$ cat config.mk
export PLATFORM = sky130hd
export DESIGN_NAME = nbbl_fifo
export DESIGN_NICKNAME = d
export VERILOG_FILES = /design/src/rtl/core/nbbl_pkg.sv /design/src/rtl/core/nbbl_fifo.sv
export SDC_FILE = /design/constraint.sdc
export NUM_CORES = 2
export LEC_CHECK = 0
export ABC_AREA = 0
export BUFFER_PORTS_ARGS = -buffer_cell sky130_fd_sc_hd__buf_4
export CORE_UTILIZATION = 56
export CTS_BUF_LIST = sky130_fd_sc_hd__clkbuf_8 sky130_fd_sc_hd__clkbuf_16
export CTS_CLUSTER_DIAMETER = 80
export CTS_CLUSTER_SIZE = 30
export DETAILED_ROUTE_END_ITERATION = 16
export MAX_ROUTING_LAYER = met4
export PLACE_DENSITY_LB_ADDON = 0.25
export SLEW_MARGIN = 20
export SYNTH_ARGS = -nofsm -noshare
export SYNTH_HDL_FRONTEND = slang
export SYNTH_SLANG_ARGS = --single-unit
$ cat constraint.sdc
create_clock -name clk -period 6.08 [get_ports clk]
set_clock_uncertainty 0.1 [all_clocks]
set_input_delay 1.216 -clock clk [delete_from_list [all_inputs] [get_ports clk]]
set_output_delay 1.216 -clock clk [all_outputs]
set_load 0.01 [all_outputs]
$ cat src/rtl/core/nbbl_pkg.sv
// Shared types, constants and log2 helper functions for the naive Bayes labeller.
package nbbl_pkg;

    localparam int FIFO_DEPTH = 32;
    localparam int FIFO_PTR_W = 5;
    localparam int FIFO_CNT_W = 6;

    localparam logic signed [31:0] LOG_MIN = 32'sh8000_0000;
    localparam logic signed [31:0] LOG_MAX = 32'sh7fff_ffff;

    typedef struct packed {
        logic               last;
        logic               has_word;
        logic               good_zero;
        logic               bad_zero;
        logic signed [31:0] good_log;
        logic signed [31:0] bad_log;
    } nbbl_tok_t;

    typedef struct packed {
        logic [4:0]  p;
        logic [31:0] y;
    } nbbl_norm_t;

    typedef struct packed {
        logic        frac_bit;
        logic [31:0] y;
    } nbbl_sq_t;

    // Top set bit and mantissa shifted up to bit 31.
    function automatic nbbl_norm_t nbbl_norm(input logic [31:0] x);
        nbbl_norm_t r;
        r.p = 5'd0;
        for (int i = 0; i < 32; i++)
        begin
            if (x[i])
            begin
                r.p = 5'(i);
            end
        end
        r.y = x << (5'd31 - r.p);
        return r;
    endfunction

    // One fraction bit: square, renormalize.
    function automatic nbbl_sq_t nbbl_sq_step(input logic [31:0] y);
        logic [63:0] sq;
        logic [32:0] t;
        nbbl_sq_t    r;
        sq = 64'(y) * 64'(y);
        t  = sq[63:31];
        r.frac_bit = t[32];
        r.y = t[32] ? t[32:1] : t[31:0];
        return r;
    endfunction

    // (p - 32) * 2^f + frac; p - 32 in six bits is {1, p}.
    function automatic logic signed [31:0] nbbl_make_log(input logic [4:0] p,
                                                         input logic [31:0] frac,
                                                         input int f);
        logic signed [31:0] e;
        e = $signed({{27{1'b1}}, p});
        return (e <<< f) | $signed(frac);
    endfunction

endpackage

$ cat src/rtl/core/nbbl_fifo.sv
// Queue of log2-converted items between the front end and the accumulator.
module nbbl_fifo
    import nbbl_pkg::*;
(
    input  logic      clk,
    input  logic      rst_n,
    input  logic      push,
    input  nbbl_tok_t push_tok,
    input  logic      pop,
    output logic      head_valid,
    output nbbl_tok_t head_tok
);

    nbbl_tok_t             entry_reg [0:FIFO_DEPTH-1];
    logic [FIFO_PTR_W-1:0] wr_ptr_reg;
    logic [FIFO_PTR_W-1:0] rd_ptr_reg;
    logic [FIFO_CNT_W-1:0] count_reg;

    assign head_valid = (count_reg != '0);
    assign head_tok   = entry_reg[rd_ptr_reg];

    always_ff @(posedge clk or negedge rst_n)
    begin
        if (!rst_n)
        begin
            wr_ptr_reg <= '0;
            rd_ptr_reg <= '0;
            count_reg  <= '0;
        end
        else
        begin
            if (push)
            begin
                wr_ptr_reg <= wr_ptr_reg + FIFO_PTR_W'(1);
            end
            if (pop)
            begin
                rd_ptr_reg <= rd_ptr_reg + FIFO_PTR_W'(1);
            end
            count_reg <= count_reg + FIFO_CNT_W'(push) - FIFO_CNT_W'(pop);
        end
    end

    always_ff @(posedge clk)
    begin
        if (push)
        begin
            entry_reg[wr_ptr_reg] <= push_tok;
        end
    end

endmodule

* Word-level counts from Yosys, hierarchy flattened *
Memories as Yosys holds them, arrays and structs flattened.
Index checks and enable logic that the tools add are counted.

operators by class
  $add $sub $neg = 4
  mux-type cells = 2
  reductions and logical operators = 1

operators with widths
  operator                                                       count
  5-bit by 1-bit adder with 5-bit output, second input constant  2
  6-bit by 1-bit adder with 6-bit output                         1
  6-bit nonzero test                                             1
  6-bit by 1-bit subtractor with 6-bit output                    1
  1-bit 2-to-1 mux                                               2

word-level totals
  bits in registers = 16
  RAM bits = 2176
  input port bits = 72
  output and inout bits = 69
  word-level logic and storage cells = 11
  memories kept = 1

memories
  memory     depth  bits a word  read ports  clocked after memory_dff  wr ports  RTL line         RTL
  entry_reg  32     68           1           0                         1         nbbl_fifo.sv:14  nbbl_tok_t entry_reg [0:FIFO_DEPTH-1];

* Longest topological paths before layout *
  depth in word-level cells = 2
  mapped depth = 10
  mapped depth without buffers = 10

* Least setup slack after synthesis *
No wires, ideal clock.

  path kind = input to register
  start point = input port push
  end point = memory entry_reg[3][0] (netlist name) (enable)
  arrival = 6498 ps
  setup slack = -1095 ps
  cell stages on the path = 4
  cells stage by stage = clkbuf_1 nand2_1 or2_2 nor3_1

between the ends
  word-level cells in the longest chain between the ends = 2

RTL lines
  element                                 RTL line         RTL
  start: declaration                      nbbl_fifo.sv:7   input logic push,
  1-bit 2-to-1 mux                        nbbl_fifo.sv:46  if (push)
  1-bit 2-to-1 mux (implied by the code)  nbbl_fifo.sv:48  entry_reg[wr_ptr_reg] <= push_tok;
  end: declaration                        nbbl_fifo.sv:14

No other way between the ends.

==> flow_results.org <==
** Synth
- For this run, the number of Yosys warnings is 0.
- Mapped Area :: 84000 sq um
- Synthesis produced 3826 cells.
- After synthesis, the share of flip-flops with an asynchronous set or reset is 0.730%.
- Synthesis inferred 2192 register bits.
- Of the synthesized area, sequential elements account for 78.2%.
- Library cell with the largest summed area after synthesis :: sky130_fd_sc_hd__edfxtp_1
- Synth Net Count :: 3912
- The synthesized design contains 2176 enable-type register cells.
- In the post-synthesis netlist, the biggest area contributors are sky130_fd_sc_hd__edfxtp_1, sky130_fd_sc_hd__mux4_2, sky130_fd_sc_hd__mux2i_1.
- Post-synthesis area per instance :: 22.0 sq um
- Most frequently used flop master after synthesis :: sky130_fd_sc_hd__edfxtp_1
- Yosys top cell area share :: 77.8%
- After synthesis, the netlist uses 46 different library cells.

** Place
- Routability cong. :: 0.777
- Total placed instance area :: 87800 sq um
- Placed cells :: 5872
- Post-detailed-placement half-perimeter wirelength :: 103000 um
- Input and output buffers added on the ports amount to 140.

** Final layout
- In the layout the commonest cells are sky130_fd_sc_hd__edfxtp_1, sky130_fd_sc_hd__mux4_2, sky130_fd_sc_hd__mux2i_1, sky130_fd_sc_hd__buf_4, sky130_fd_sc_hd__nand2_1.
- Final instance area :: 91300 sq um
- Final standard cell count with taps included and fillers excluded :: 6055
- The final layout contains 4058 nets.
- Compared with the post-synthesis result, the final layout area differs by 8.65%.
- Share of final-layout standard cells stronger than drive strength 1 :: 22.8%
- Max FFs per register :: 2176
- Leaving out fill and tap cells, the most frequent cell in the layout is sky130_fd_sc_hd__edfxtp_1.

** Worst hold path
- The path class of the tightest hold or removal check is in -> async.

** Die
- Initial core utilization :: 56.6%
- Core box area :: 148000 sq um
- Num ports :: 141
- Die extent in x :: 389 um
- Die Footprint :: 152000 sq um
- The floorplan has 141 rows.
- Die H :: 389 um

** Global routing
- For this run, the total global-route usage over all layers was measured as 27.0%.
- Via count of the first global-routing pass :: 40000
- The total overflow left after global routing is 0.
- The first global-routing pass estimated 283000 um of wire.
- The initial antenna violation count was 9.
- Pin count of the biggest net entering global routing :: 90

** Clocking
- CTS Buffer Depth :: 3
- Buffers added to address setup during post-CTS repair amount to 0.
- TritonCTS built the clock tree.
- Hold repair after CTS inserted 0 buffers.
- Clock latency on the worst-skew pair :: 0.78 ns
- The clock tree synthesis step divided the H-tree into 3 levels.
- Clock-pin slew was measured on the worst setup and hold paths at 0.11 ns.
- The clock net in this run drives a total of 2192 sinks.
- Cts repair resizes :: 0
- Total clock buffers created by CTS :: 100
- Clk root buf :: sky130_fd_sc_hd__clkbuf_16

** Pwr
- Sequential cells account for 46.2% of the total power.
- In this run, the combinational gates consume 32.5% of the power.
- Leakage :: 0.0290 uW
- For this design the total switching power over the nets is 12700 uW.
- In this run switching power makes up 32.3% of total power.
- Power Density :: 429 nW/um^2
- Across the VDD grid, the largest voltage drop is 0.411 mV.
- Int Power :: 26500 uW
- The completed layout was analyzed and its total power is 39200 uW.
- Fraction of power consumed by the clock network :: 21.4%

** Route
- The detailed router finished its first iteration with 4937 violations.
- Dividing the detail-routed via count by the number of cells gives 6.62.
- The final route contains 40100 vias.
- Wires add up to 197000 um.
- The first detailed-routing pass ran for 6 iterations.
- Number of nets with antenna violations after detailed routing :: 0
- For this run, design rule violations remaining after detail routing come to 0.
- Final routed wire length divided by cell count :: 32.6 um

** Critical path
- Required arrival time at the worst endpoint :: 4.76 ns
- Largest fanout on the critical path :: 44
- Startpoint class of the critical path :: flop
- Crit path DAT :: 4.15 ns
- The critical path is of the reg -> out type.
- Crit. End Element :: output port

** Timing
- The smallest clock period supported by the final layout is computed as 5.47 ns.
- Maximum clock frequency :: 183 MHz
- Worst slew margin relative to its limit :: 25.8%
- Dividing the final minimum period by the clock period gives 89.9%.
- Count of pins over their slew limit :: 0
- Setup repair after global routing left no endpoint under its margin.
- At the pin with the least slew margin, the transition time is 1.11 ns.
- Setup violators final :: 0
- Final Hold Violating Endpoints :: 0

** Job
- # Max-Cap Violations :: 0

** Run status
- The flow ran to the end, and the final reports show no timing, DRC or antenna violations.
[layout make-up]
type                    count  area [sq um]
clock buffers             102          2540
inverters                  19          76.3
diodes                      9          22.5
well taps                2002          2500
flip-flops and latches   2192         65800
repair buffers            264          2360
clock inverters            72           908
fillers                 10100         57100
multi-input cells        1395         17100
[worst max-delay path: stages, from the launching register on]
cell and delay [ns]:
sky130_fd_sc_hd__dfrtp_4 1.03, sky130_fd_sc_hd__buf_4 0.68, sky130_fd_sc_hd__buf_4 0.63, sky130_fd_sc_hd__mux2i_1 0.16, sky130_fd_sc_hd__a22o_1 0.26, sky130_fd_sc_hd__a21oi_1 0.36, sky130_fd_sc_hd__buf_4 0.20
[worst paths after layout]
kind | slack [ns] | endpoint | cells past startpoint | startpoint
setup / recovery | 0.61 | head_tok[55] | 6 | rd_ptr_reg[2]
hold / removal | 0.21 | count_reg[0] | 1 | rst_n
setup reg to reg | 2.58 | entry_reg[7][19] | 4 | wr_ptr_reg[2]
hold reg to reg | 0.48 | wr_ptr_reg[0] | 1 | wr_ptr_reg[0]
max in group asynchronous | 5.38 | rd_ptr_reg[4] | 1 | rst_n
min in group clk | 0.48 | wr_ptr_reg[0] | 1 | wr_ptr_reg[0]
[power groups by stage]
stage | Combinational [uW] | Clock [uW] | Sequential, uW
after detailed placement | 12800 | 0 | 18400
after global routing | 13400 | 8960 | 18200
after CTS | 12900 | 8470 | 18100
final | 12700 | 8370 | 18100
after floorplan | 8820 | 0 | 18100
after global placement | 12700 | 0 | 18400
[synthesized netlist by cell type, types with 6 or more instances]
library cell / number
sky130_fd_sc_hd__o21ai_0: 16
sky130_fd_sc_hd__a21o_1: 55
sky130_fd_sc_hd__mux2_2: 16
sky130_fd_sc_hd__a211o_1: 21
sky130_fd_sc_hd__o221ai_1: 67
sky130_fd_sc_hd__nor2_1: 27
sky130_fd_sc_hd__clkbuf_1: 88
sky130_fd_sc_hd__edfxtp_1: 2176
sky130_fd_sc_hd__buf_4: 42
sky130_fd_sc_hd__buf_1: 8
sky130_fd_sc_hd__o22a_1: 14
sky130_fd_sc_hd__buf_12: 7
sky130_fd_sc_hd__ha_1: 13
sky130_fd_sc_hd__mux2i_1: 281
sky130_fd_sc_hd__buf_2: 52
sky130_fd_sc_hd__a221oi_1: 59
sky130_fd_sc_hd__nor3_1: 11
sky130_fd_sc_hd__nand3_1: 6
sky130_fd_sc_hd__a21oi_1: 107
sky130_fd_sc_hd__buf_6: 16
sky130_fd_sc_hd__a2bb2oi_1: 21
sky130_fd_sc_hd__o22ai_1: 38
sky130_fd_sc_hd__a22o_1: 15
sky130_fd_sc_hd__nand2_1: 161
sky130_fd_sc_hd__dfrtp_1: 16
sky130_fd_sc_hd__buf_8: 7
sky130_fd_sc_hd__mux4_2: 427
sky130_fd_sc_hd__inv_1: 18
[per-stage QoR]
| step | hold WS, ns | TNS (ns) | util (%) | setup slack, ns |
|---|---|---|---|---|
| 4_1_cts | 0.171 | 0 | 61.5 | 0.567 |
| 5_1_grt | 0.202 | 0 | 61.5 | 0.513 |
| 3_3_place_gp | 0.442 | 0 | 59.2 | 1.43 |
| 3_5_place_dp | 0.455 | 0 | 59.2 | 1.40 |
| 6_report | 0.206 | 0 | 61.5 | 0.613 |
| 2_1_floorplan | 0.412 | -389.28 | - | -0.978 |
[cell families after synthesis]
logic type | count (synthesis) | synth area share, %
AOI/OAI and AO/OA | 422 | 3.64
xor gates and xnor gates | 9 | 0.0938
adders and majority gates | 14 | 0.217
buffers and inverters | 239 | 1.70
DFF | 2192 | 78.2
muxes | 724 | 15.0
and+or+nand+nor | 226 | 1.10
[layer usage]
metal	share of wire, %	routed length [um]	vias up	track usage (%)
li1	-	-	16300	-
met1	40	79600	21600	38.7
met2	49	96500	1957	42.3
met3	8.8	17300	241	3.49
met4	2.0	3860	0	5.96
met5	0	0	-	-
Power figures use the tool's default switching activity.
