==> src/rtl/core/nbbl_pkg.sv <==
// Shared types, constants and log2 helper functions for the naive Bayes labeller.
package nbbl_pkg;

    localparam int FIFO_DEPTH = 32;
    localparam int FIFO_PTR_W = 5;
    localparam int FIFO_CNT_W = 6;

    localparam logic signed [31:0] LOG_MIN = 32'sh8000_0000;
    localparam logic signed [31:0] LOG_MAX = 32'sh7fff_ffff;

    typedef struct packed {
        logic               last;
        logic               has_word;
        logic               good_zero;
        logic               bad_zero;
        logic signed [31:0] good_log;
        logic signed [31:0] bad_log;
    } nbbl_tok_t;

    typedef struct packed {
        logic [4:0]  p;
        logic [31:0] y;
    } nbbl_norm_t;

    typedef struct packed {
        logic        frac_bit;
        logic [31:0] y;
    } nbbl_sq_t;

    // Top set bit and mantissa shifted up to bit 31.
    function automatic nbbl_norm_t nbbl_norm(input logic [31:0] x);
        nbbl_norm_t r;
        r.p = 5'd0;
        for (int i = 0; i < 32; i++)
        begin
            if (x[i])
            begin
                r.p = 5'(i);
            end
        end
        r.y = x << (5'd31 - r.p);
        return r;
    endfunction

    // One fraction bit: square, renormalize.
    function automatic nbbl_sq_t nbbl_sq_step(input logic [31:0] y);
        logic [63:0] sq;
        logic [32:0] t;
        nbbl_sq_t    r;
        sq = 64'(y) * 64'(y);
        t  = sq[63:31];
        r.frac_bit = t[32];
        r.y = t[32] ? t[32:1] : t[31:0];
        return r;
    endfunction

    // (p - 32) * 2^f + frac; p - 32 in six bits is {1, p}.
    function automatic logic signed [31:0] nbbl_make_log(input logic [4:0] p,
                                                         input logic [31:0] frac,
                                                         input int f);
        logic signed [31:0] e;
        e = $signed({{27{1'b1}}, p});
        return (e <<< f) | $signed(frac);
    endfunction

endpackage

==> src/rtl/core/nbbl_back.sv <==
// Back end: zero counts, saturating log sums, decision and output register.
module nbbl_back
    import nbbl_pkg::*;
#(
    parameter int MAX_WORDS = 256
)
(
    input  logic               clk,
    input  logic               rst_n,
    input  logic               head_valid,
    input  nbbl_tok_t          head_tok,
    output logic               pop,
    input  logic signed [31:0] prior_log_good,
    input  logic signed [31:0] prior_log_bad,
    output logic               out_valid,
    input  logic               out_ready,
    output logic [1:0]         label
);

    localparam int CNT_W = $clog2(MAX_WORDS + 1);

    localparam logic [1:0] LABEL_GOOD      = 2'd0;
    localparam logic [1:0] LABEL_BAD       = 2'd1;
    localparam logic [1:0] LABEL_UNDECIDED = 2'd2;

    logic [CNT_W-1:0]   gz_cnt_reg;
    logic [CNT_W-1:0]   bz_cnt_reg;
    logic signed [31:0] g_sum_reg;
    logic signed [31:0] b_sum_reg;
    logic [CNT_W-1:0]   gz_cnt_next;
    logic [CNT_W-1:0]   bz_cnt_next;
    logic signed [31:0] g_sum_next;
    logic signed [31:0] b_sum_next;

    logic               dec_valid_reg;
    logic [CNT_W-1:0]   dec_gz_reg;
    logic [CNT_W-1:0]   dec_bz_reg;
    logic signed [31:0] dec_gs_reg;
    logic signed [31:0] dec_bs_reg;
    logic               dec_move;

    logic               out_valid_reg;
    logic [1:0]         label_reg;
    logic [1:0]         label_next;
    logic signed [32:0] g_total;
    logic signed [32:0] b_total;

    function automatic logic signed [31:0] sat_add(input logic signed [31:0] a,
                                                   input logic signed [31:0] b);
        logic signed [32:0] s;
        s = {a[31], a} + {b[31], b};
        if (s[32] != s[31])
        begin
            return s[32] ? LOG_MIN : LOG_MAX;
        end
        return s[31:0];
    endfunction

    assign out_valid = out_valid_reg;
    assign label     = label_reg;

    assign dec_move = dec_valid_reg && (!out_valid_reg || out_ready);
    assign pop      = head_valid && (!head_tok.last || !dec_valid_reg || dec_move);

    always_comb
    begin
        gz_cnt_next = gz_cnt_reg;
        bz_cnt_next = bz_cnt_reg;
        g_sum_next  = g_sum_reg;
        b_sum_next  = b_sum_reg;
        if (head_tok.has_word)
        begin
            if (head_tok.good_zero)
            begin
                if (gz_cnt_reg != CNT_W'(MAX_WORDS))
                begin
                    gz_cnt_next = gz_cnt_reg + CNT_W'(1);
                end
            end
            else
            begin
                g_sum_next = sat_add(g_sum_reg, head_tok.good_log);
            end
            if (head_tok.bad_zero)
            begin
                if (bz_cnt_reg != CNT_W'(MAX_WORDS))
                begin
                    bz_cnt_next = bz_cnt_reg + CNT_W'(1);
                end
            end
            else
            begin
                b_sum_next = sat_add(b_sum_reg, head_tok.bad_log);
            end
        end
    end

    always_comb
    begin
        g_total = {dec_gs_reg[31], dec_gs_reg} + {prior_log_good[31], prior_log_good};
        b_total = {dec_bs_reg[31], dec_bs_reg} + {prior_log_bad[31], prior_log_bad};
        if (dec_gz_reg > dec_bz_reg)
        begin
            label_next = LABEL_BAD;
        end
        else if (dec_gz_reg < dec_bz_reg)
        begin
            label_next = LABEL_GOOD;
        end
        else if (g_total > b_total)
        begin
            label_next = LABEL_GOOD;
        end
        else if (g_total < b_total)
        begin
            label_next = LABEL_BAD;
        end
        else
        begin
            label_next = LABEL_UNDECIDED;
        end
    end

    always_ff @(posedge clk or negedge rst_n)
    begin
        if (!rst_n)
        begin
            gz_cnt_reg    <= '0;
            bz_cnt_reg    <= '0;
            g_sum_reg     <= '0;
            b_sum_reg     <= '0;
            dec_valid_reg <= 1'b0;
            out_valid_reg <= 1'b0;
        end
        else
        begin
            if (pop)
            begin
                if (head_tok.last)
                begin
                    gz_cnt_reg <= '0;
                    bz_cnt_reg <= '0;
                    g_sum_reg  <= '0;
                    b_sum_reg  <= '0;
                end
                else
                begin
                    gz_cnt_reg <= gz_cnt_next;
                    bz_cnt_reg <= bz_cnt_next;
                    g_sum_reg  <= g_sum_next;
                    b_sum_reg  <= b_sum_next;
                end
            end
            if (pop && head_tok.last)
            begin
                dec_valid_reg <= 1'b1;
            end
            else if (dec_move)
            begin
                dec_valid_reg <= 1'b0;
            end
            if (dec_move)
            begin
                out_valid_reg <= 1'b1;
            end
            else if (out_ready)
            begin
                out_valid_reg <= 1'b0;
            end
        end
    end

    always_ff @(posedge clk)
    begin
        if (pop && head_tok.last)
        begin
            dec_gz_reg <= gz_cnt_next;
            dec_bz_reg <= bz_cnt_next;
            dec_gs_reg <= g_sum_next;
            dec_bs_reg <= b_sum_next;
        end
        if (dec_move)
        begin
            label_reg <= label_next;
        end
    end

endmodule
==> config.mk <==
export PLATFORM = sky130hd
export DESIGN_NAME = nbbl_back
export DESIGN_NICKNAME = d
export VERILOG_FILES = /design/src/rtl/core/nbbl_pkg.sv /design/src/rtl/core/nbbl_back.sv
export SDC_FILE = /design/constraint.sdc
export NUM_CORES = 1
export LEC_CHECK = 0
export ABC_CLOCK_PERIOD_IN_PS = 5900
export CAP_MARGIN = 10
export CORE_MARGIN = 2
export CORE_UTILIZATION = 60
export CTS_CLUSTER_SIZE = 8
export DETAILED_ROUTE_END_ITERATION = 6
export DONT_BUFFER_PORTS = 1
export PLACE_DENSITY_LB_ADDON = 0.25
export SYNTH_ARGS = -nofsm -noshare
export SYNTH_HDL_FRONTEND = slang
export SYNTH_SLANG_ARGS = --single-unit
==> constraint.sdc <==
create_clock -name clk -period 5.9 [get_ports clk]
set_input_delay 0.59 -clock clk [delete_from_list [all_inputs] [get_ports clk]]
set_output_delay 0.59 -clock clk [all_outputs]
set_load 0.01 [all_outputs]
# Word-level counts from Yosys, hierarchy flattened
# Cells that the tools add are included.
# word_totals
elab_cells	71
in_bits	136
reg_bits	168
out_inout_bits	4
# classes
reduce_logical	12
addsub	6
magnitude_cmp	4
eq_ne	4
muxes	33
# op_table
cell	n
32-bit 2-to-1 mux	12
32-bit by 32-bit adder with 33-bit output	4
9-bit 2-to-1 mux	8
33-bit > comparator	1
33-bit less-than comparator	1
9-bit by 1-bit adder with 9-bit output (second input constant)	2
9-bit != test (second input constant)	2
1-bit 2-to-1 mux	12
9-bit > comparator	1
9-bit less-than comparator	1
2-bit nonzero test	2
1-bit logical AND	3
1-bit logical NOT	3
1-bit logical OR	3
3-bit OR reduction	1
2-bit 2-to-1 mux	1
1-bit != test	2

# Logic depth before layout (Yosys ltp)
# Gate-level depths: netlist of run 1.
# logic_depth
ltp_word	9
ltp_mapped	21
ltp_nobuf	21

# Least setup slack after synthesis of run 1
# No wires, ideal clock.
# synth_path
kind	input-to-reg
startpoint	input head_tok[67] (netlist bit)
endpoint	register dec_bs_reg[0] (enable)
path_slack_ns	0.957
path_stages	3
required_ns	5.375
arrival_ns	4.418
setup_time_ns	0.525
n_path_buf	1
cell_sequence	clkbuf_1 > inv_1 > nor2_1
# synth_between
elab_chain_cells	5
# synth_lines
element	line_no	text
start: declaration	nbbl_back.sv:11	input nbbl_tok_t head_tok,
1-bit logical NOT	nbbl_back.sv:63	assign pop = head_valid && (!head_tok.last || !dec_valid_reg || dec_move);
1-bit logical OR (2 in a row)	nbbl_back.sv:63	
1-bit logical AND	nbbl_back.sv:63	
1-bit logical AND (*)	nbbl_back.sv:175	if (pop && head_tok.last)
end signal: assignment	nbbl_back.sv:180	dec_bs_reg <= b_sum_next;
end: declaration	nbbl_back.sv:39	logic signed [31:0] dec_bs_reg;
# Mark *: on every way between the ends. The rest lies on a longest branch, timed or not.
# A chain may end at the register's enable or synchronous reset.

# Worst setup path in the final report of run 1
# layout_path
startpoint	register dec_bs_reg[0]
endpoint	register label_reg[1] (netlist: label[1]) (data pin)
# layout_between
elab_chain_cells	3
word_cells_on_any_way	5
cone_classes	add/sub (1); order compare (2); mux (1); reduce/logical (1)
# layout_lines
element	line_no	text
32-bit by 32-bit adder with 33-bit output (*)	nbbl_back.sv:101	b_total = {dec_bs_reg[31], dec_bs_reg} + {prior_log_bad[31], prior_log_bad};
33-bit > comparator or 33-bit less-than comparator (tied branches)	nbbl_back.sv:110, nbbl_back.sv:114	
3-bit OR reduction (no line) or 2-bit 2-to-1 mux (tied branches)	-	
end signal: assignment	nbbl_back.sv:184	label_reg <= label_next;
end: declaration	nbbl_back.sv:43	logic [1:0] label_reg;
# Marked as above.

==> metrics.sh, run 1 <==
RUN_STATUS='finished clean'
CLOCK_SINK_COUNT=168
NUMBER_OF_ANTENNA_VIOLATIONS_AT_THE_FIRST_CHECK_IN_GLOBAL_ROUTING=1
POST_SYNTHESIS_COMPOUND_GATE_AREA_FRACTION_PCT=25.89
POST-PLACE-CELLS=1940
SYNTH_EDF_COUNT=84
DESIGN.DIE.AREA_MM2=0.02573
LAYOUT_SKEW_PS=13.94
CTS_INSERTED_BUFFERS=17
DRT-PASS1-ITER-COUNT=6
GRT_MAX_DEGREE=85
ROUTE.DETAILED.VIAS_PER_INST=6.286
WORSTPATHARRIVAL_PS=4810
BUFFERS_ADDED_ON_PORTS=0
FLOORPLAN.INITIALDENSITY_PCT=60.70
GRT_PASS1_WL_UM=58680
SYNTH_SEQ_AREA_SHARE_PCT=31.51
SYNTH_FF_TYPE='edfxtp_1'
WORST_SLEW_PIN_SLEW_PS=1172
POSTCTSRESIZEDCELLS=0
END_KIND='register'
POWER.SHARE.SEQUENTIAL_PCT=35.1
TRITONCTS='done'
YOSYS-MUX-AREA-FRACTION_PCT=0.3666
AVGSYNTHCELLAREA_UM2=8.803
FLOORPLAN.IO_PINS=140
IR_DROP_uV=176.5
CTS.PATH.MAX_BUFFERS=2
POST_ROUTE_CELLS_DRIVE_ABOVE_1_SHARE_PCT=5.212
CP.REQUIRED_PS=6060
FIRST_ITER_VIOLATIONS=1009
SYNTH-ASYNC-RESET-RATIO_PCT=50.00
FP.DIEH_UM=160.4
SYN-CELL-AREA_MM2=0.01468
YOSYS-TOP-CELLS-AREA='edfxtp_1 17%, ha_1 15%, dfrtp_1 14%'
DETAILEDPLACE.WORSTSLACK_PS=1072
CTSROOTBUFFERMASTER='clkbuf_16'
SYNTH_TOP_AREA_CELL='edfxtp_1'
AREA_DELTA_SYNTH_FINAL_PCT=5.132
NNETSFINAL=1951
CELLPOWERDENSITY_mW_PER_MM2=264.0
SETUP_REPAIR_AFTER_GLOBAL_ROUTING_MISSED_ITS_MARGIN='false'
SETUP.REG_TO_REG.WORST_SLACK_PS=1250
SYNTH_CELL_TYPE_COUNT=92
CTS.REPORTEDPATHS.CLKPINSLEW_PS=70
FINALMAXSLEWVIOLATIONS=0
CLOCK_LATENCY_PS=440
HOLD_WS_PS=5.899
PLACE.GP.CONGESTION=0.9076
ROUTED_VIAS=12410
GROUTE.USAGE.OVERALL_PCT=28.06
CLKPWRFRAC_PCT=25.3
GRT_REMAINING_OVERFLOW=0
STD_CELL_ROWS=57
DIE_W_UM=160.4
COMBPWRFRAC_PCT=39.5
YOSYS_WARNINGS=0
SYNTH_MOST_COMMON_CELL='nand2_1'
WIRE_PER_INST_UM=18.19
FIRST_GLOBAL_VIAS=11860
WORST_HOLD_CLASS='input pin to asynchronous set/reset pin'
POST-ROUTE-WORST-SETUP-SLACK_PS=1254
SYNTH_TOP_CELL_AREA_SHARE_PCT=17.19
TOTALPOWERFINAL_mW=4.073
N_ANTENNA_CELL=0
SYN-NUM-NETS=1981
LEADING_CELL_TYPES_BY_COUNT_AFTER_SYNTHESIS='194 x nand2_1, 174 x ha_1, 121 x nor2_1'
MINIMUM_CLOCK_PERIOD_AFTER_LAYOUT_PS=4646
CRIT_PATH_MAX_FANOUT=4
SETUP-VIOLATIONS-FINAL=0
FIN_CRIT_SH_PCT=78.74
CLOCK.FMAX_MHz=215.3
REPORT.FINAL.HOLD_VIOL_COUNT=0
SYNTHXORXNORAREAFRAC_PCT=7.034
WORST-SETUP-PATH-TYPE='register to register'
POST_LAYOUT_NONFILLER_INSTANCES=1974
INTERNAL_POWER_mW=2.563
SYNTHSIMPLEGATEAREAFRAC_PCT=16.59
HPWL_UM=28000
CELLLEAKAGEPOWER_nW=6.958
CRITICAL_PATH.STARTPOINT_TYPE='register'
FINALWIRELENGTH_UM=35920
DRV_CAP=0
SYNTHESIS.INSTANCES=1667
POST_SYNTH_FA_HA_MAJ_AREA_FRACTION_PCT=15.38
ROUTE.DETAILED.DRC=0
TIMING.MAX_SLEW.REL_SLACK_PCT=21.66
NET-SWITCHING-POWER_mW=1.510
CLOCK_TREE.HTREE_LEVEL_COUNT=4
CORE-AREA_MM2=0.02418
YS_SEQ_ELEMENTS=168
SETUP_TNS_PS=0
CTS-HOLD-FIX-BUFFERS=1
NETSWITCHINGFRACTION_PCT=37.08
POST-CTS-SETUP-BUFFERS=0
DOMINANT_COMBINATIONAL_CELL_FAMILY_BY_AREA_AFTER_SYNTHESIS='compound AO/OA/AOI/OAI gates'
ANTENNA_LEFT=0
placed cells by master (no fill, tap or decap), drive strengths merged, types with 24 or more instances in the layout:
master,n
o21ai,180
a21oi,121
xnor2,67
o21a,32
xor2,50
nand2,194
dfrtp,84
nand3,30
a22o,25
nor2,121
a21o,72
ha,174
a31oi,24
edfxtp,84
nand2b,24
nand4,29
nor3,38
inv,51
path summary, 6_finish.rpt:
path / startpoint / endpoint / cells after the start
max: dec_bs_reg[0] / label[1] / 21
max in group asynchronous: rst_n / b_sum_reg[12] / 1
min: rst_n / g_sum_reg[2] / 1
max reg2reg: dec_bs_reg[0] / label[1] / 21
min reg2reg: g_sum_reg[5] / g_sum_reg[5] / 2
min in group clk: head_tok[67] / bz_cnt_reg[4] / 1
metal layers:
metal,track usage [%],share of wire (%)
met1,37.40,45
met2,45.69,46
met3,6.973,6.5
met4,7.781,2.4
met5,0,0.039
through the flow:
stage | util, % | area (um^2)
finish | 63.82 | 15430
global route | 63.82 | 15430
CTS | 63.73 | 15410
detailed placement | 61.43 | 14850
global placement | 61.43 | 14850
floorplan | - | 14680
power groups by stage:
stage	logic (mW)	clock network, mW	registers [mW]
after floorplan	1.28	0	1.43
after global placement	1.53	0	1.45
after detailed placement	1.57	0	1.46
after CTS	1.60	1.05	1.43
after global routing	1.82	1.09	1.44
final	1.61	1.03	1.43
critical path: stages (launching register included):
cell and delay, ps:
edfxtp_1 360, ha_1 230, fa_1 430, a211o_1 270
o211ai_1 150, a21oi_1 200, a21oi_1 390, o211ai_1 210
a31oi_1 280, inv_1 80, a21oi_1 170, xor2_1 180
ha_1 270, a21o_1 160, a21o_1 160, a21o_1 160
a21oi_1 130, nor2b_1 50, o21ai_0 140, a41oi_1 170
nor2_1 130, nor4_1 60
kinds of logic (layout without fill, tap and decap cells):
kind of cell	count (synthesis)	in the layout
XOR/XNOR	117	117
multiplexers	5	5
buffers and inverters	105	88
flip-flops	168	168
AO/OA/AOI/OAI	578	578
AND/OR/NAND/NOR	516	516
adder cells (fa/ha/maj)	178	178
layout make-up:
cell class                      instances  area (um^2)
Inverter                               47        176.4
Clock buffer                           18        429.2
Sequential cell                       168         4624
Tap cell                              324        405.4
Clock inverter                         14        100.1
Fill cell                            2054         8748
Multi-Input combinational cell       1394         9593
Timing Repair Buffer                    9        100.1
No activity file was read; power rests on OpenSTA's default activity.
==> run 2, diff against run 1 <==
- ABC_CLOCK_PERIOD_IN_PS: 5900 -> 4100
- clock period: 5.9 -> 4.1 ns (I/O delays scaled with it)
==> metrics.sh, run 2 (synthesis results as in run 1) <==
RUN_STATUS='finished, violations left'
VIOLATIONS='negative setup slack'
CORE-AREA_MM2=0.02418  # unchanged
CLOCK_TREE.HTREE_LEVEL_COUNT=4  # unchanged
ANTENNA_LEFT=0  # unchanged
FIRST_GLOBAL_VIAS=12400  # +4.6%
TIMING.CRITICAL_PATH.MODE_CELL='a21o_1'
GRT_PASS1_WL_UM=60440  # +3.0%
DESIGN.DIE.AREA_MM2=0.02573  # unchanged
FIN_CRIT_SH_PCT=104.2  # +25 points
ROUTE.DETAILED.VIAS_PER_INST=6.212  # -1.2%
WORST_R2R_STARTPOINT='dec_gs_reg[0]'
WORST-SETUP-PATH-TYPE='register to register'
POST-ROUTE-WORST-SETUP-SLACK_PS=-171.1  # -1425 ps
CLKPWRFRAC_PCT=25.4  # about the same
CTS.REPORTEDPATHS.CLKPINSLEW_PS=70  # about the same
END_KIND='register'
PLACE.GP.CONGESTION=0.8994  # -0.90%
CRIT_PATH_MAX_FANOUT=3  # -1
CRITICAL_PATH.MAX_STAGE_DELAY_PS=370  # -60 ps
MINIMUM_CLOCK_PERIOD_AFTER_LAYOUT_PS=4271  # -374.6 ps
CLOCK_LATENCY_PS=440  # about the same
CRITICAL_PATH.STARTPOINT_TYPE='register'
SETUP.REG_TO_REG.WORST_SLACK_PS=-170  # -1430 ps
SETUP_REPAIR_AFTER_GLOBAL_ROUTING_MISSED_ITS_MARGIN='true'
POWER.SHARE.SEQUENTIAL_PCT=33.5  # -1.6 points
SETUP-VIOLATIONS-FINAL=2  # +2
COMBPWRFRAC_PCT=41.1  # +1.6 points
FINALWIRELENGTH_UM=37590  # +4.7%
WORST_SLEW_PIN_SLEW_PS=1044  # -127.4 ps
CLOCK_SINK_COUNT=168  # unchanged
TIMING.MAX_SLEW.REL_SLACK_PCT=30.38  # +8.7 points
ROUTED_VIAS=12810  # +3.2%
DRV_CAP=0  # unchanged
DIE_W_UM=160.4  # unchanged
WORSTREG2REGEND='label[1]'
AREA_DELTA_SYNTH_FINAL_PCT=10.64
CELLPOWERDENSITY_mW_PER_MM2=378.6  # +43%
CRIT_CHAIN='ha_2 -> fa_2 -> a211o_1 -> o211ai_1 -> a211oi_2 -> o211ai_1 -> nand4_1 -> a31oi_2 -> nor2b_1 -> nor2_1 -> xnor2_1 -> ha_1 -> a21o_1 -> a21o_1 -> a21o_1 -> a21oi_2 -> nor2b_1 -> o21ai_1 -> a41oi_2 -> nor2_1 -> nor4_2'
SETUP_TNS_PS=-227.0  # -227.0 ps
CTS.PATH.MAX_BUFFERS=2  # unchanged
INTERNAL_POWER_mW=3.892  # +52%
WORSTHOLDPATHCELLS=1
FP.DIEH_UM=160.4  # unchanged
NETSWITCHINGFRACTION_PCT=36.69  # -0.39 points
FINALMAXSLEWVIOLATIONS=0  # unchanged
STD_CELL_ROWS=57  # unchanged
FIRST_ITER_VIOLATIONS=1003  # -0.59%
WIRE_PER_INST_UM=18.23  # +0.19%
R2R_CELLS=21  # unchanged
COMMONEST_NON_FILL_NON_TAP_CELL_IN_THE_LAYOUT='nand2_1'
HOLD_WS_PS=79.73  # +73.83 ps
NUMBER_OF_ANTENNA_VIOLATIONS_AT_THE_FIRST_CHECK_IN_GLOBAL_ROUTING=1  # unchanged
HPWL_UM=28640  # +2.3%
CLOCK.FMAX_MHz=234.1  # +8.8%
REPORT.FINAL.HOLD_VIOL_COUNT=0  # unchanged
LAYOUT_SKEW_PS=10.58  # -3.359 ps
CELL_WITH_THE_BIGGEST_INDIVIDUAL_DELAY_ON_THE_CRITICAL_PATH='edfxtp_1'
FLOORPLAN.IO_PINS=140  # unchanged
IR_DROP_uV=231.2  # +31%
CTSROOTBUFFERMASTER='clkbuf_16'
CP.REQUIRED_PS=4260  # -1800 ps
MOSTFREQUENTLAYOUTCELLS='194 x nand2_1, 171 x ha_1, 119 x nor2_1'
FLOORPLAN.INITIALDENSITY_PCT=60.70  # unchanged
WORST_HOLD_CLASS='input pin to register'
ROUTE.DETAILED.DRC=0  # unchanged
CELLLEAKAGEPOWER_nW=7.402  # +6.4%
WORSTHOLDSTART='head_tok[67]'
GRT_MAX_DEGREE=85  # unchanged
BUFFERS_ADDED_ON_PORTS=0  # unchanged
WORSTPATHARRIVAL_PS=4430  # -380 ps
GRT_REMAINING_OVERFLOW=0  # unchanged
DRT-PASS1-ITER-COUNT=7  # +1
POST_ROUTE_CELLS_DRIVE_ABOVE_1_SHARE_PCT=11.46  # +6.2 points
TRITONCTS='done'
NET-SWITCHING-POWER_mW=2.255  # +49%
NNETSFINAL=2038  # +4.5%
GROUTE.USAGE.OVERALL_PCT=28.92  # +0.86 points
CTS_INSERTED_BUFFERS=17  # unchanged
WORST_HOLD_PATH.ENDPOINT='bz_cnt_reg[3]'
-- run 2: per-stage QoR --
stage               area, um^2  power (mW)  util, %  setup slack (ps)  cells
floorplan                14680       3.896        -             8.543   1667
global placement         15340       4.406    63.46            -198.0   2005
detailed placement       15340       4.460    63.46            -348.2   2005
CTS                      16180       6.112    66.94            -77.92   2059
global route             16230       6.538    67.15            -402.1   2061
finish                   16240       6.147    67.16            -171.1   2062
-- run 2: cell type report --
class,count,area [um^2]
multi-input combinational,1394,9732
timing repair buffer,96,743.2
clock buffer,19,432.9
inverter,47,176.4
antenna,1,2.502
fill,1971,7940
sequential,168,4624
tap,324,405.4
clock inverter,13,120.1
-- run 2: worst max path at each step --
stage | from | endpoint | slack, ps | depth (start not counted)
3_3_place_gp | prior_log_good[0] | label[1] | -200 | 20
2_1_floorplan | prior_log_bad[0] | label[1] | 9 | 21
3_5_place_dp | prior_log_good[0] | label[1] | -350 | 20
6_report | dec_gs_reg[0] | label[1] | -170 | 21
5_1_grt | dec_gs_reg[0] | label[1] | -400 | 21
4_1_cts | dec_gs_reg[0] | label[1] | -80 | 20
-- run 2: metal layers --
metal | track usage [%] | wire (um) | vias up
li1 | - | - | 6293
met1 | 37.72 | 16610 | 6106
met2 | 48.22 | 17680 | 360
met3 | 7.206 | 2507 | 51
met4 | 7.658 | 791 | 0
met5 | 0 | 0 | -
-- run 2: what timing repair did --
item	4_1_cts	5_1_grt
hold endpoints to repair	84	0
hold buffers	2	0
endpoints found under the setup margin	2	2
gates resized for setup	19	9
pin swaps	25	13
buffers inserted	20	2
-- run 2: worst max-delay path, delay by kind of cell (launching register included) --
| kind | cells | cell delay, ps |
|---|---|---|
| xor+xnor | 1 | 140 |
| simple gates | 6 | 620 |
| flops | 1 | 370 |
| fa+ha+maj | 3 | 820 |
| compound gates | 11 | 2060 |
-- run 2: power by group through the flow --
stage               registers [mW]  clock network, mW  logic [mW]
global route                  2.08               1.65        2.82
detailed placement            2.09                  0        2.37
floorplan                     2.05                  0        1.84
CTS                           2.06               1.58        2.48
global placement              2.09                  0        2.32
finish                        2.06               1.56        2.53
==> run 3, diff against run 2 <==
- CORE_ASPECT_RATIO: default -> 2
- SKIP_LAST_GASP: default -> 1
==> metrics.sh, run 3 (synthesis results as in run 1) <==
RUN_STATUS='finished, violations left'
VIOLATIONS='negative setup slack'
GRT_REMAINING_OVERFLOW=0  # unchanged
NUM-FILL-CELLS=2007  # +1.8%
WORST_SLEW_PIN_SLEW_PS=819.5  # -224.8 ps
NNETSFINAL=2025  # -0.64%
FF_LATCH_AREA_MM2=0.004624  # unchanged
WORST_HOLD_CLASS='input pin to register'
WORSTPATHARRIVAL_PS=4420  # about the same
CRITICAL_PATH.STARTPOINT_TYPE='register'
ROUTE.DETAILED.VIAS_PER_INST=6.429  # +3.5%
REPORT.FINAL.HOLD_VIOL_COUNT=0  # unchanged
CRIT_PATH_MAX_FANOUT=3  # unchanged
COMBPWRFRAC_PCT=41.1  # about the same
NUMBER_OF_ANTENNA_VIOLATIONS_AT_THE_FIRST_CHECK_IN_GLOBAL_ROUTING=1  # unchanged
CORE-AREA_MM2=0.02422  # +0.19%
IR_DROP_uV=327.8  # +42%
CTS.REPORTEDPATHS.CLKPINSLEW_PS=60  # about the same
HOLD_WS_PS=81.65  # +1.921 ps
GRT_MAX_DEGREE=85  # unchanged
GROUTE.USAGE.OVERALL_PCT=30.23  # +1.3 points
WIRE_PER_INST_UM=19.27  # +5.7%
NET-SWITCHING-POWER_mW=2.246  # -0.40%
FIRST_GLOBAL_VIAS=12760  # +2.9%
ROUTED_VIAS=12970  # +1.2%
POWER.SHARE.SEQUENTIAL_PCT=33.5  # about the same
FP.DIEH_UM=225.2  # +40%
CRIT_CHAIN='ha_2 -> fa_2 -> a211o_1 -> o211ai_1 -> a211oi_2 -> o21a_1 -> a41o_1 -> a31oi_2 -> xnor2_1 -> ha_1 -> a21o_1 -> a21o_1 -> a21o_1 -> a21o_1 -> a21oi_2 -> a2bb2oi_1 -> a41oi_2 -> nor2_1 -> nor4_1'
CELL_WITH_THE_BIGGEST_INDIVIDUAL_DELAY_ON_THE_CRITICAL_PATH='edfxtp_1'
MINIMUM_CLOCK_PERIOD_AFTER_LAYOUT_PS=4248  # -23.25 ps
GRT_PASS1_WL_UM=61980  # +2.5%
DESIGN.DIE.AREA_MM2=0.02580  # +0.29%
PLACE.GP.CONGESTION=0.9355  # +4.0%
CTS_INSERTED_BUFFERS=17  # unchanged
DIE_W_UM=114.6  # -29%
DRT-PASS1-ITER-COUNT=6  # -1
TIMING.CRITICAL_PATH.MODE_CELL='a21o_1'
MOSTFREQUENTLAYOUTCELLS='194 x nand2_1, 172 x ha_1, 119 x nor2_1'
WORSTHOLDSTART='head_tok[67]'
FIN_AREA_MM2=0.01609  # -0.89%
CELLPOWERDENSITY_mW_PER_MM2=384.1  # +1.5%
HPWL_UM=30510  # +6.5%
SETUP-VIOLATIONS-FINAL=2  # unchanged
CLOCK_TREE.HTREE_LEVEL_COUNT=4  # unchanged
POST_ROUTE_CELLS_DRIVE_ABOVE_1_SHARE_PCT=10.50  # -0.96 points
TRITONCTS='done'
CLOCK_LATENCY_PS=440  # about the same
FINALMAXSLEWVIOLATIONS=0  # unchanged
LAYOUT_SKEW_PS=11.56  # +0.9811 ps
FLOORPLAN.INITIALDENSITY_PCT=60.59  # -0.11 points
PLACED_CELL_AREA_MM2=0.01533  # about the same
WORST-SETUP-PATH-TYPE='register to register'
CLOCK_SINK_COUNT=168  # unchanged
CTS.PATH.MAX_BUFFERS=2  # unchanged
FLOORPLAN.IO_PINS=140  # unchanged
BUFFERS_ADDED_ON_PORTS=0  # unchanged
SETUP_REPAIR_AFTER_GLOBAL_ROUTING_MISSED_ITS_MARGIN='true'
CLKPWRFRAC_PCT=25.5  # about the same
ANTENNA_LEFT=0  # unchanged
FINALWIRELENGTH_UM=38860  # +3.4%
MULTIINPUTGATEAREA_MM2=0.009697  # -0.36%
CP.REQUIRED_PS=4270  # about the same
DRV_CAP=0  # unchanged
NETSWITCHINGFRACTION_PCT=36.34  # -0.35 points
INTERNAL_POWER_mW=3.935  # +1.1%
CTSROOTBUFFERMASTER='clkbuf_16'
POST-ROUTE-WORST-SETUP-SLACK_PS=-147.8  # +23.25 ps
FIN_CRIT_SH_PCT=103.6  # -0.57 points
FIRST_ITER_VIOLATIONS=1098  # +9.5%
END_KIND='register'
STD_CELL_ROWS=81  # +42%
TIMING.MAX_SLEW.REL_SLACK_PCT=45.25  # +15 points
CELLLEAKAGEPOWER_nW=7.359  # -0.58%
COMMONEST_NON_FILL_NON_TAP_CELL_IN_THE_LAYOUT='nand2_1'
ROUTE.DETAILED.DRC=0  # unchanged
WORSTSETUPSTARTPOINT='dec_gs_reg[0]'
CLOCK.FMAX_MHz=235.4  # +0.55%
AREA_DELTA_SYNTH_FINAL_PCT=9.651
WORST_R2R_STARTPOINT='dec_gs_reg[0]'
CRITICAL_PATH.MAX_STAGE_DELAY_PS=400  # +30 ps
SETUP.REG_TO_REG.WORST_SLACK_PS=-150  # +20 ps
==> run 3: power groups by stage <==
stage / clock network, mW / logic (mW) / registers, mW
finish: 1.57 / 2.54 / 2.07
global route: 1.65 / 2.82 / 2.08
CTS: 1.59 / 2.50 / 2.07
detailed placement: 0 / 2.42 / 2.10
global placement: 0 / 2.35 / 2.10
floorplan: 0 / 1.84 / 2.05
==> run 3: final cells by class <==
class / instances / share of cell area, %
inverters: 47 / 1.096
clock inverters: 10 / 0.5754
clock buffers: 22 / 3.017
flip-flops and latches: 168 / 28.74
repair buffers: 83 / 4.012
multi-input cells: 1394 / 60.26
well taps: 290 / 2.255
diodes: 3 / 0.04665
==> run 3: critical path: cells and delay by family, from the launching register on <==
kind | cells | cell delay [ps]
XOR/XNOR | 1 | 160
adder cells (fa/ha/maj) | 3 | 830
AND/OR/NAND/NOR | 2 | 180
flip-flops | 1 | 400
AO/OA/AOI/OAI | 13 | 2420
==> run 3: what timing repair did <==
item,CTS,global route
hold endpoints to repair,84,0
setup endpoints to repair,2,2
setup buffers,4,1
gates resized for setup,15,6
hold buffers,2,0
pin swaps,27,6
==> run 3: path summary, 6_finish.rpt <==
kind / depth (start not counted) / end
max in group asynchronous: 2 / b_sum_reg[21]
hold reg to reg: 2 / g_sum_reg[0]
setup / recovery: 19 / label[1]
setup reg to reg: 19 / label[1]
hold / removal: 1 / bz_cnt_reg[3]
min in group asynchronous: 2 / g_sum_reg[3]
==> run 3: layer usage <==
metal	part of all wire [%]	track usage (%)	routed length [um]	up-vias
met5	0	0	0	-
met4	2.9	11.29	1139	0
met3	6.1	5.137	2365	73
met2	52	53.16	20090	465
met1	39	36.55	15260	6147
li1	-	-	-	6283
==> run 3: stage by stage <==
stage / util (%) / power (mW) / setup slack (ps) / cells / TNS [ps]
floorplan: - / 3.896 / 8.543 / 1667 / 0
global placement: 63.29 / 4.449 / -181.0 / 1975 / -244.9
detailed placement: 63.29 / 4.524 / -298.3 / 1975 / -477.4
CTS: 66.22 / 6.166 / -61.95 / 2013 / -61.95
global route: 66.41 / 6.549 / -392.2 / 2015 / -708.5
finish: 66.43 / 6.181 / -147.8 / 2017 / -204.8
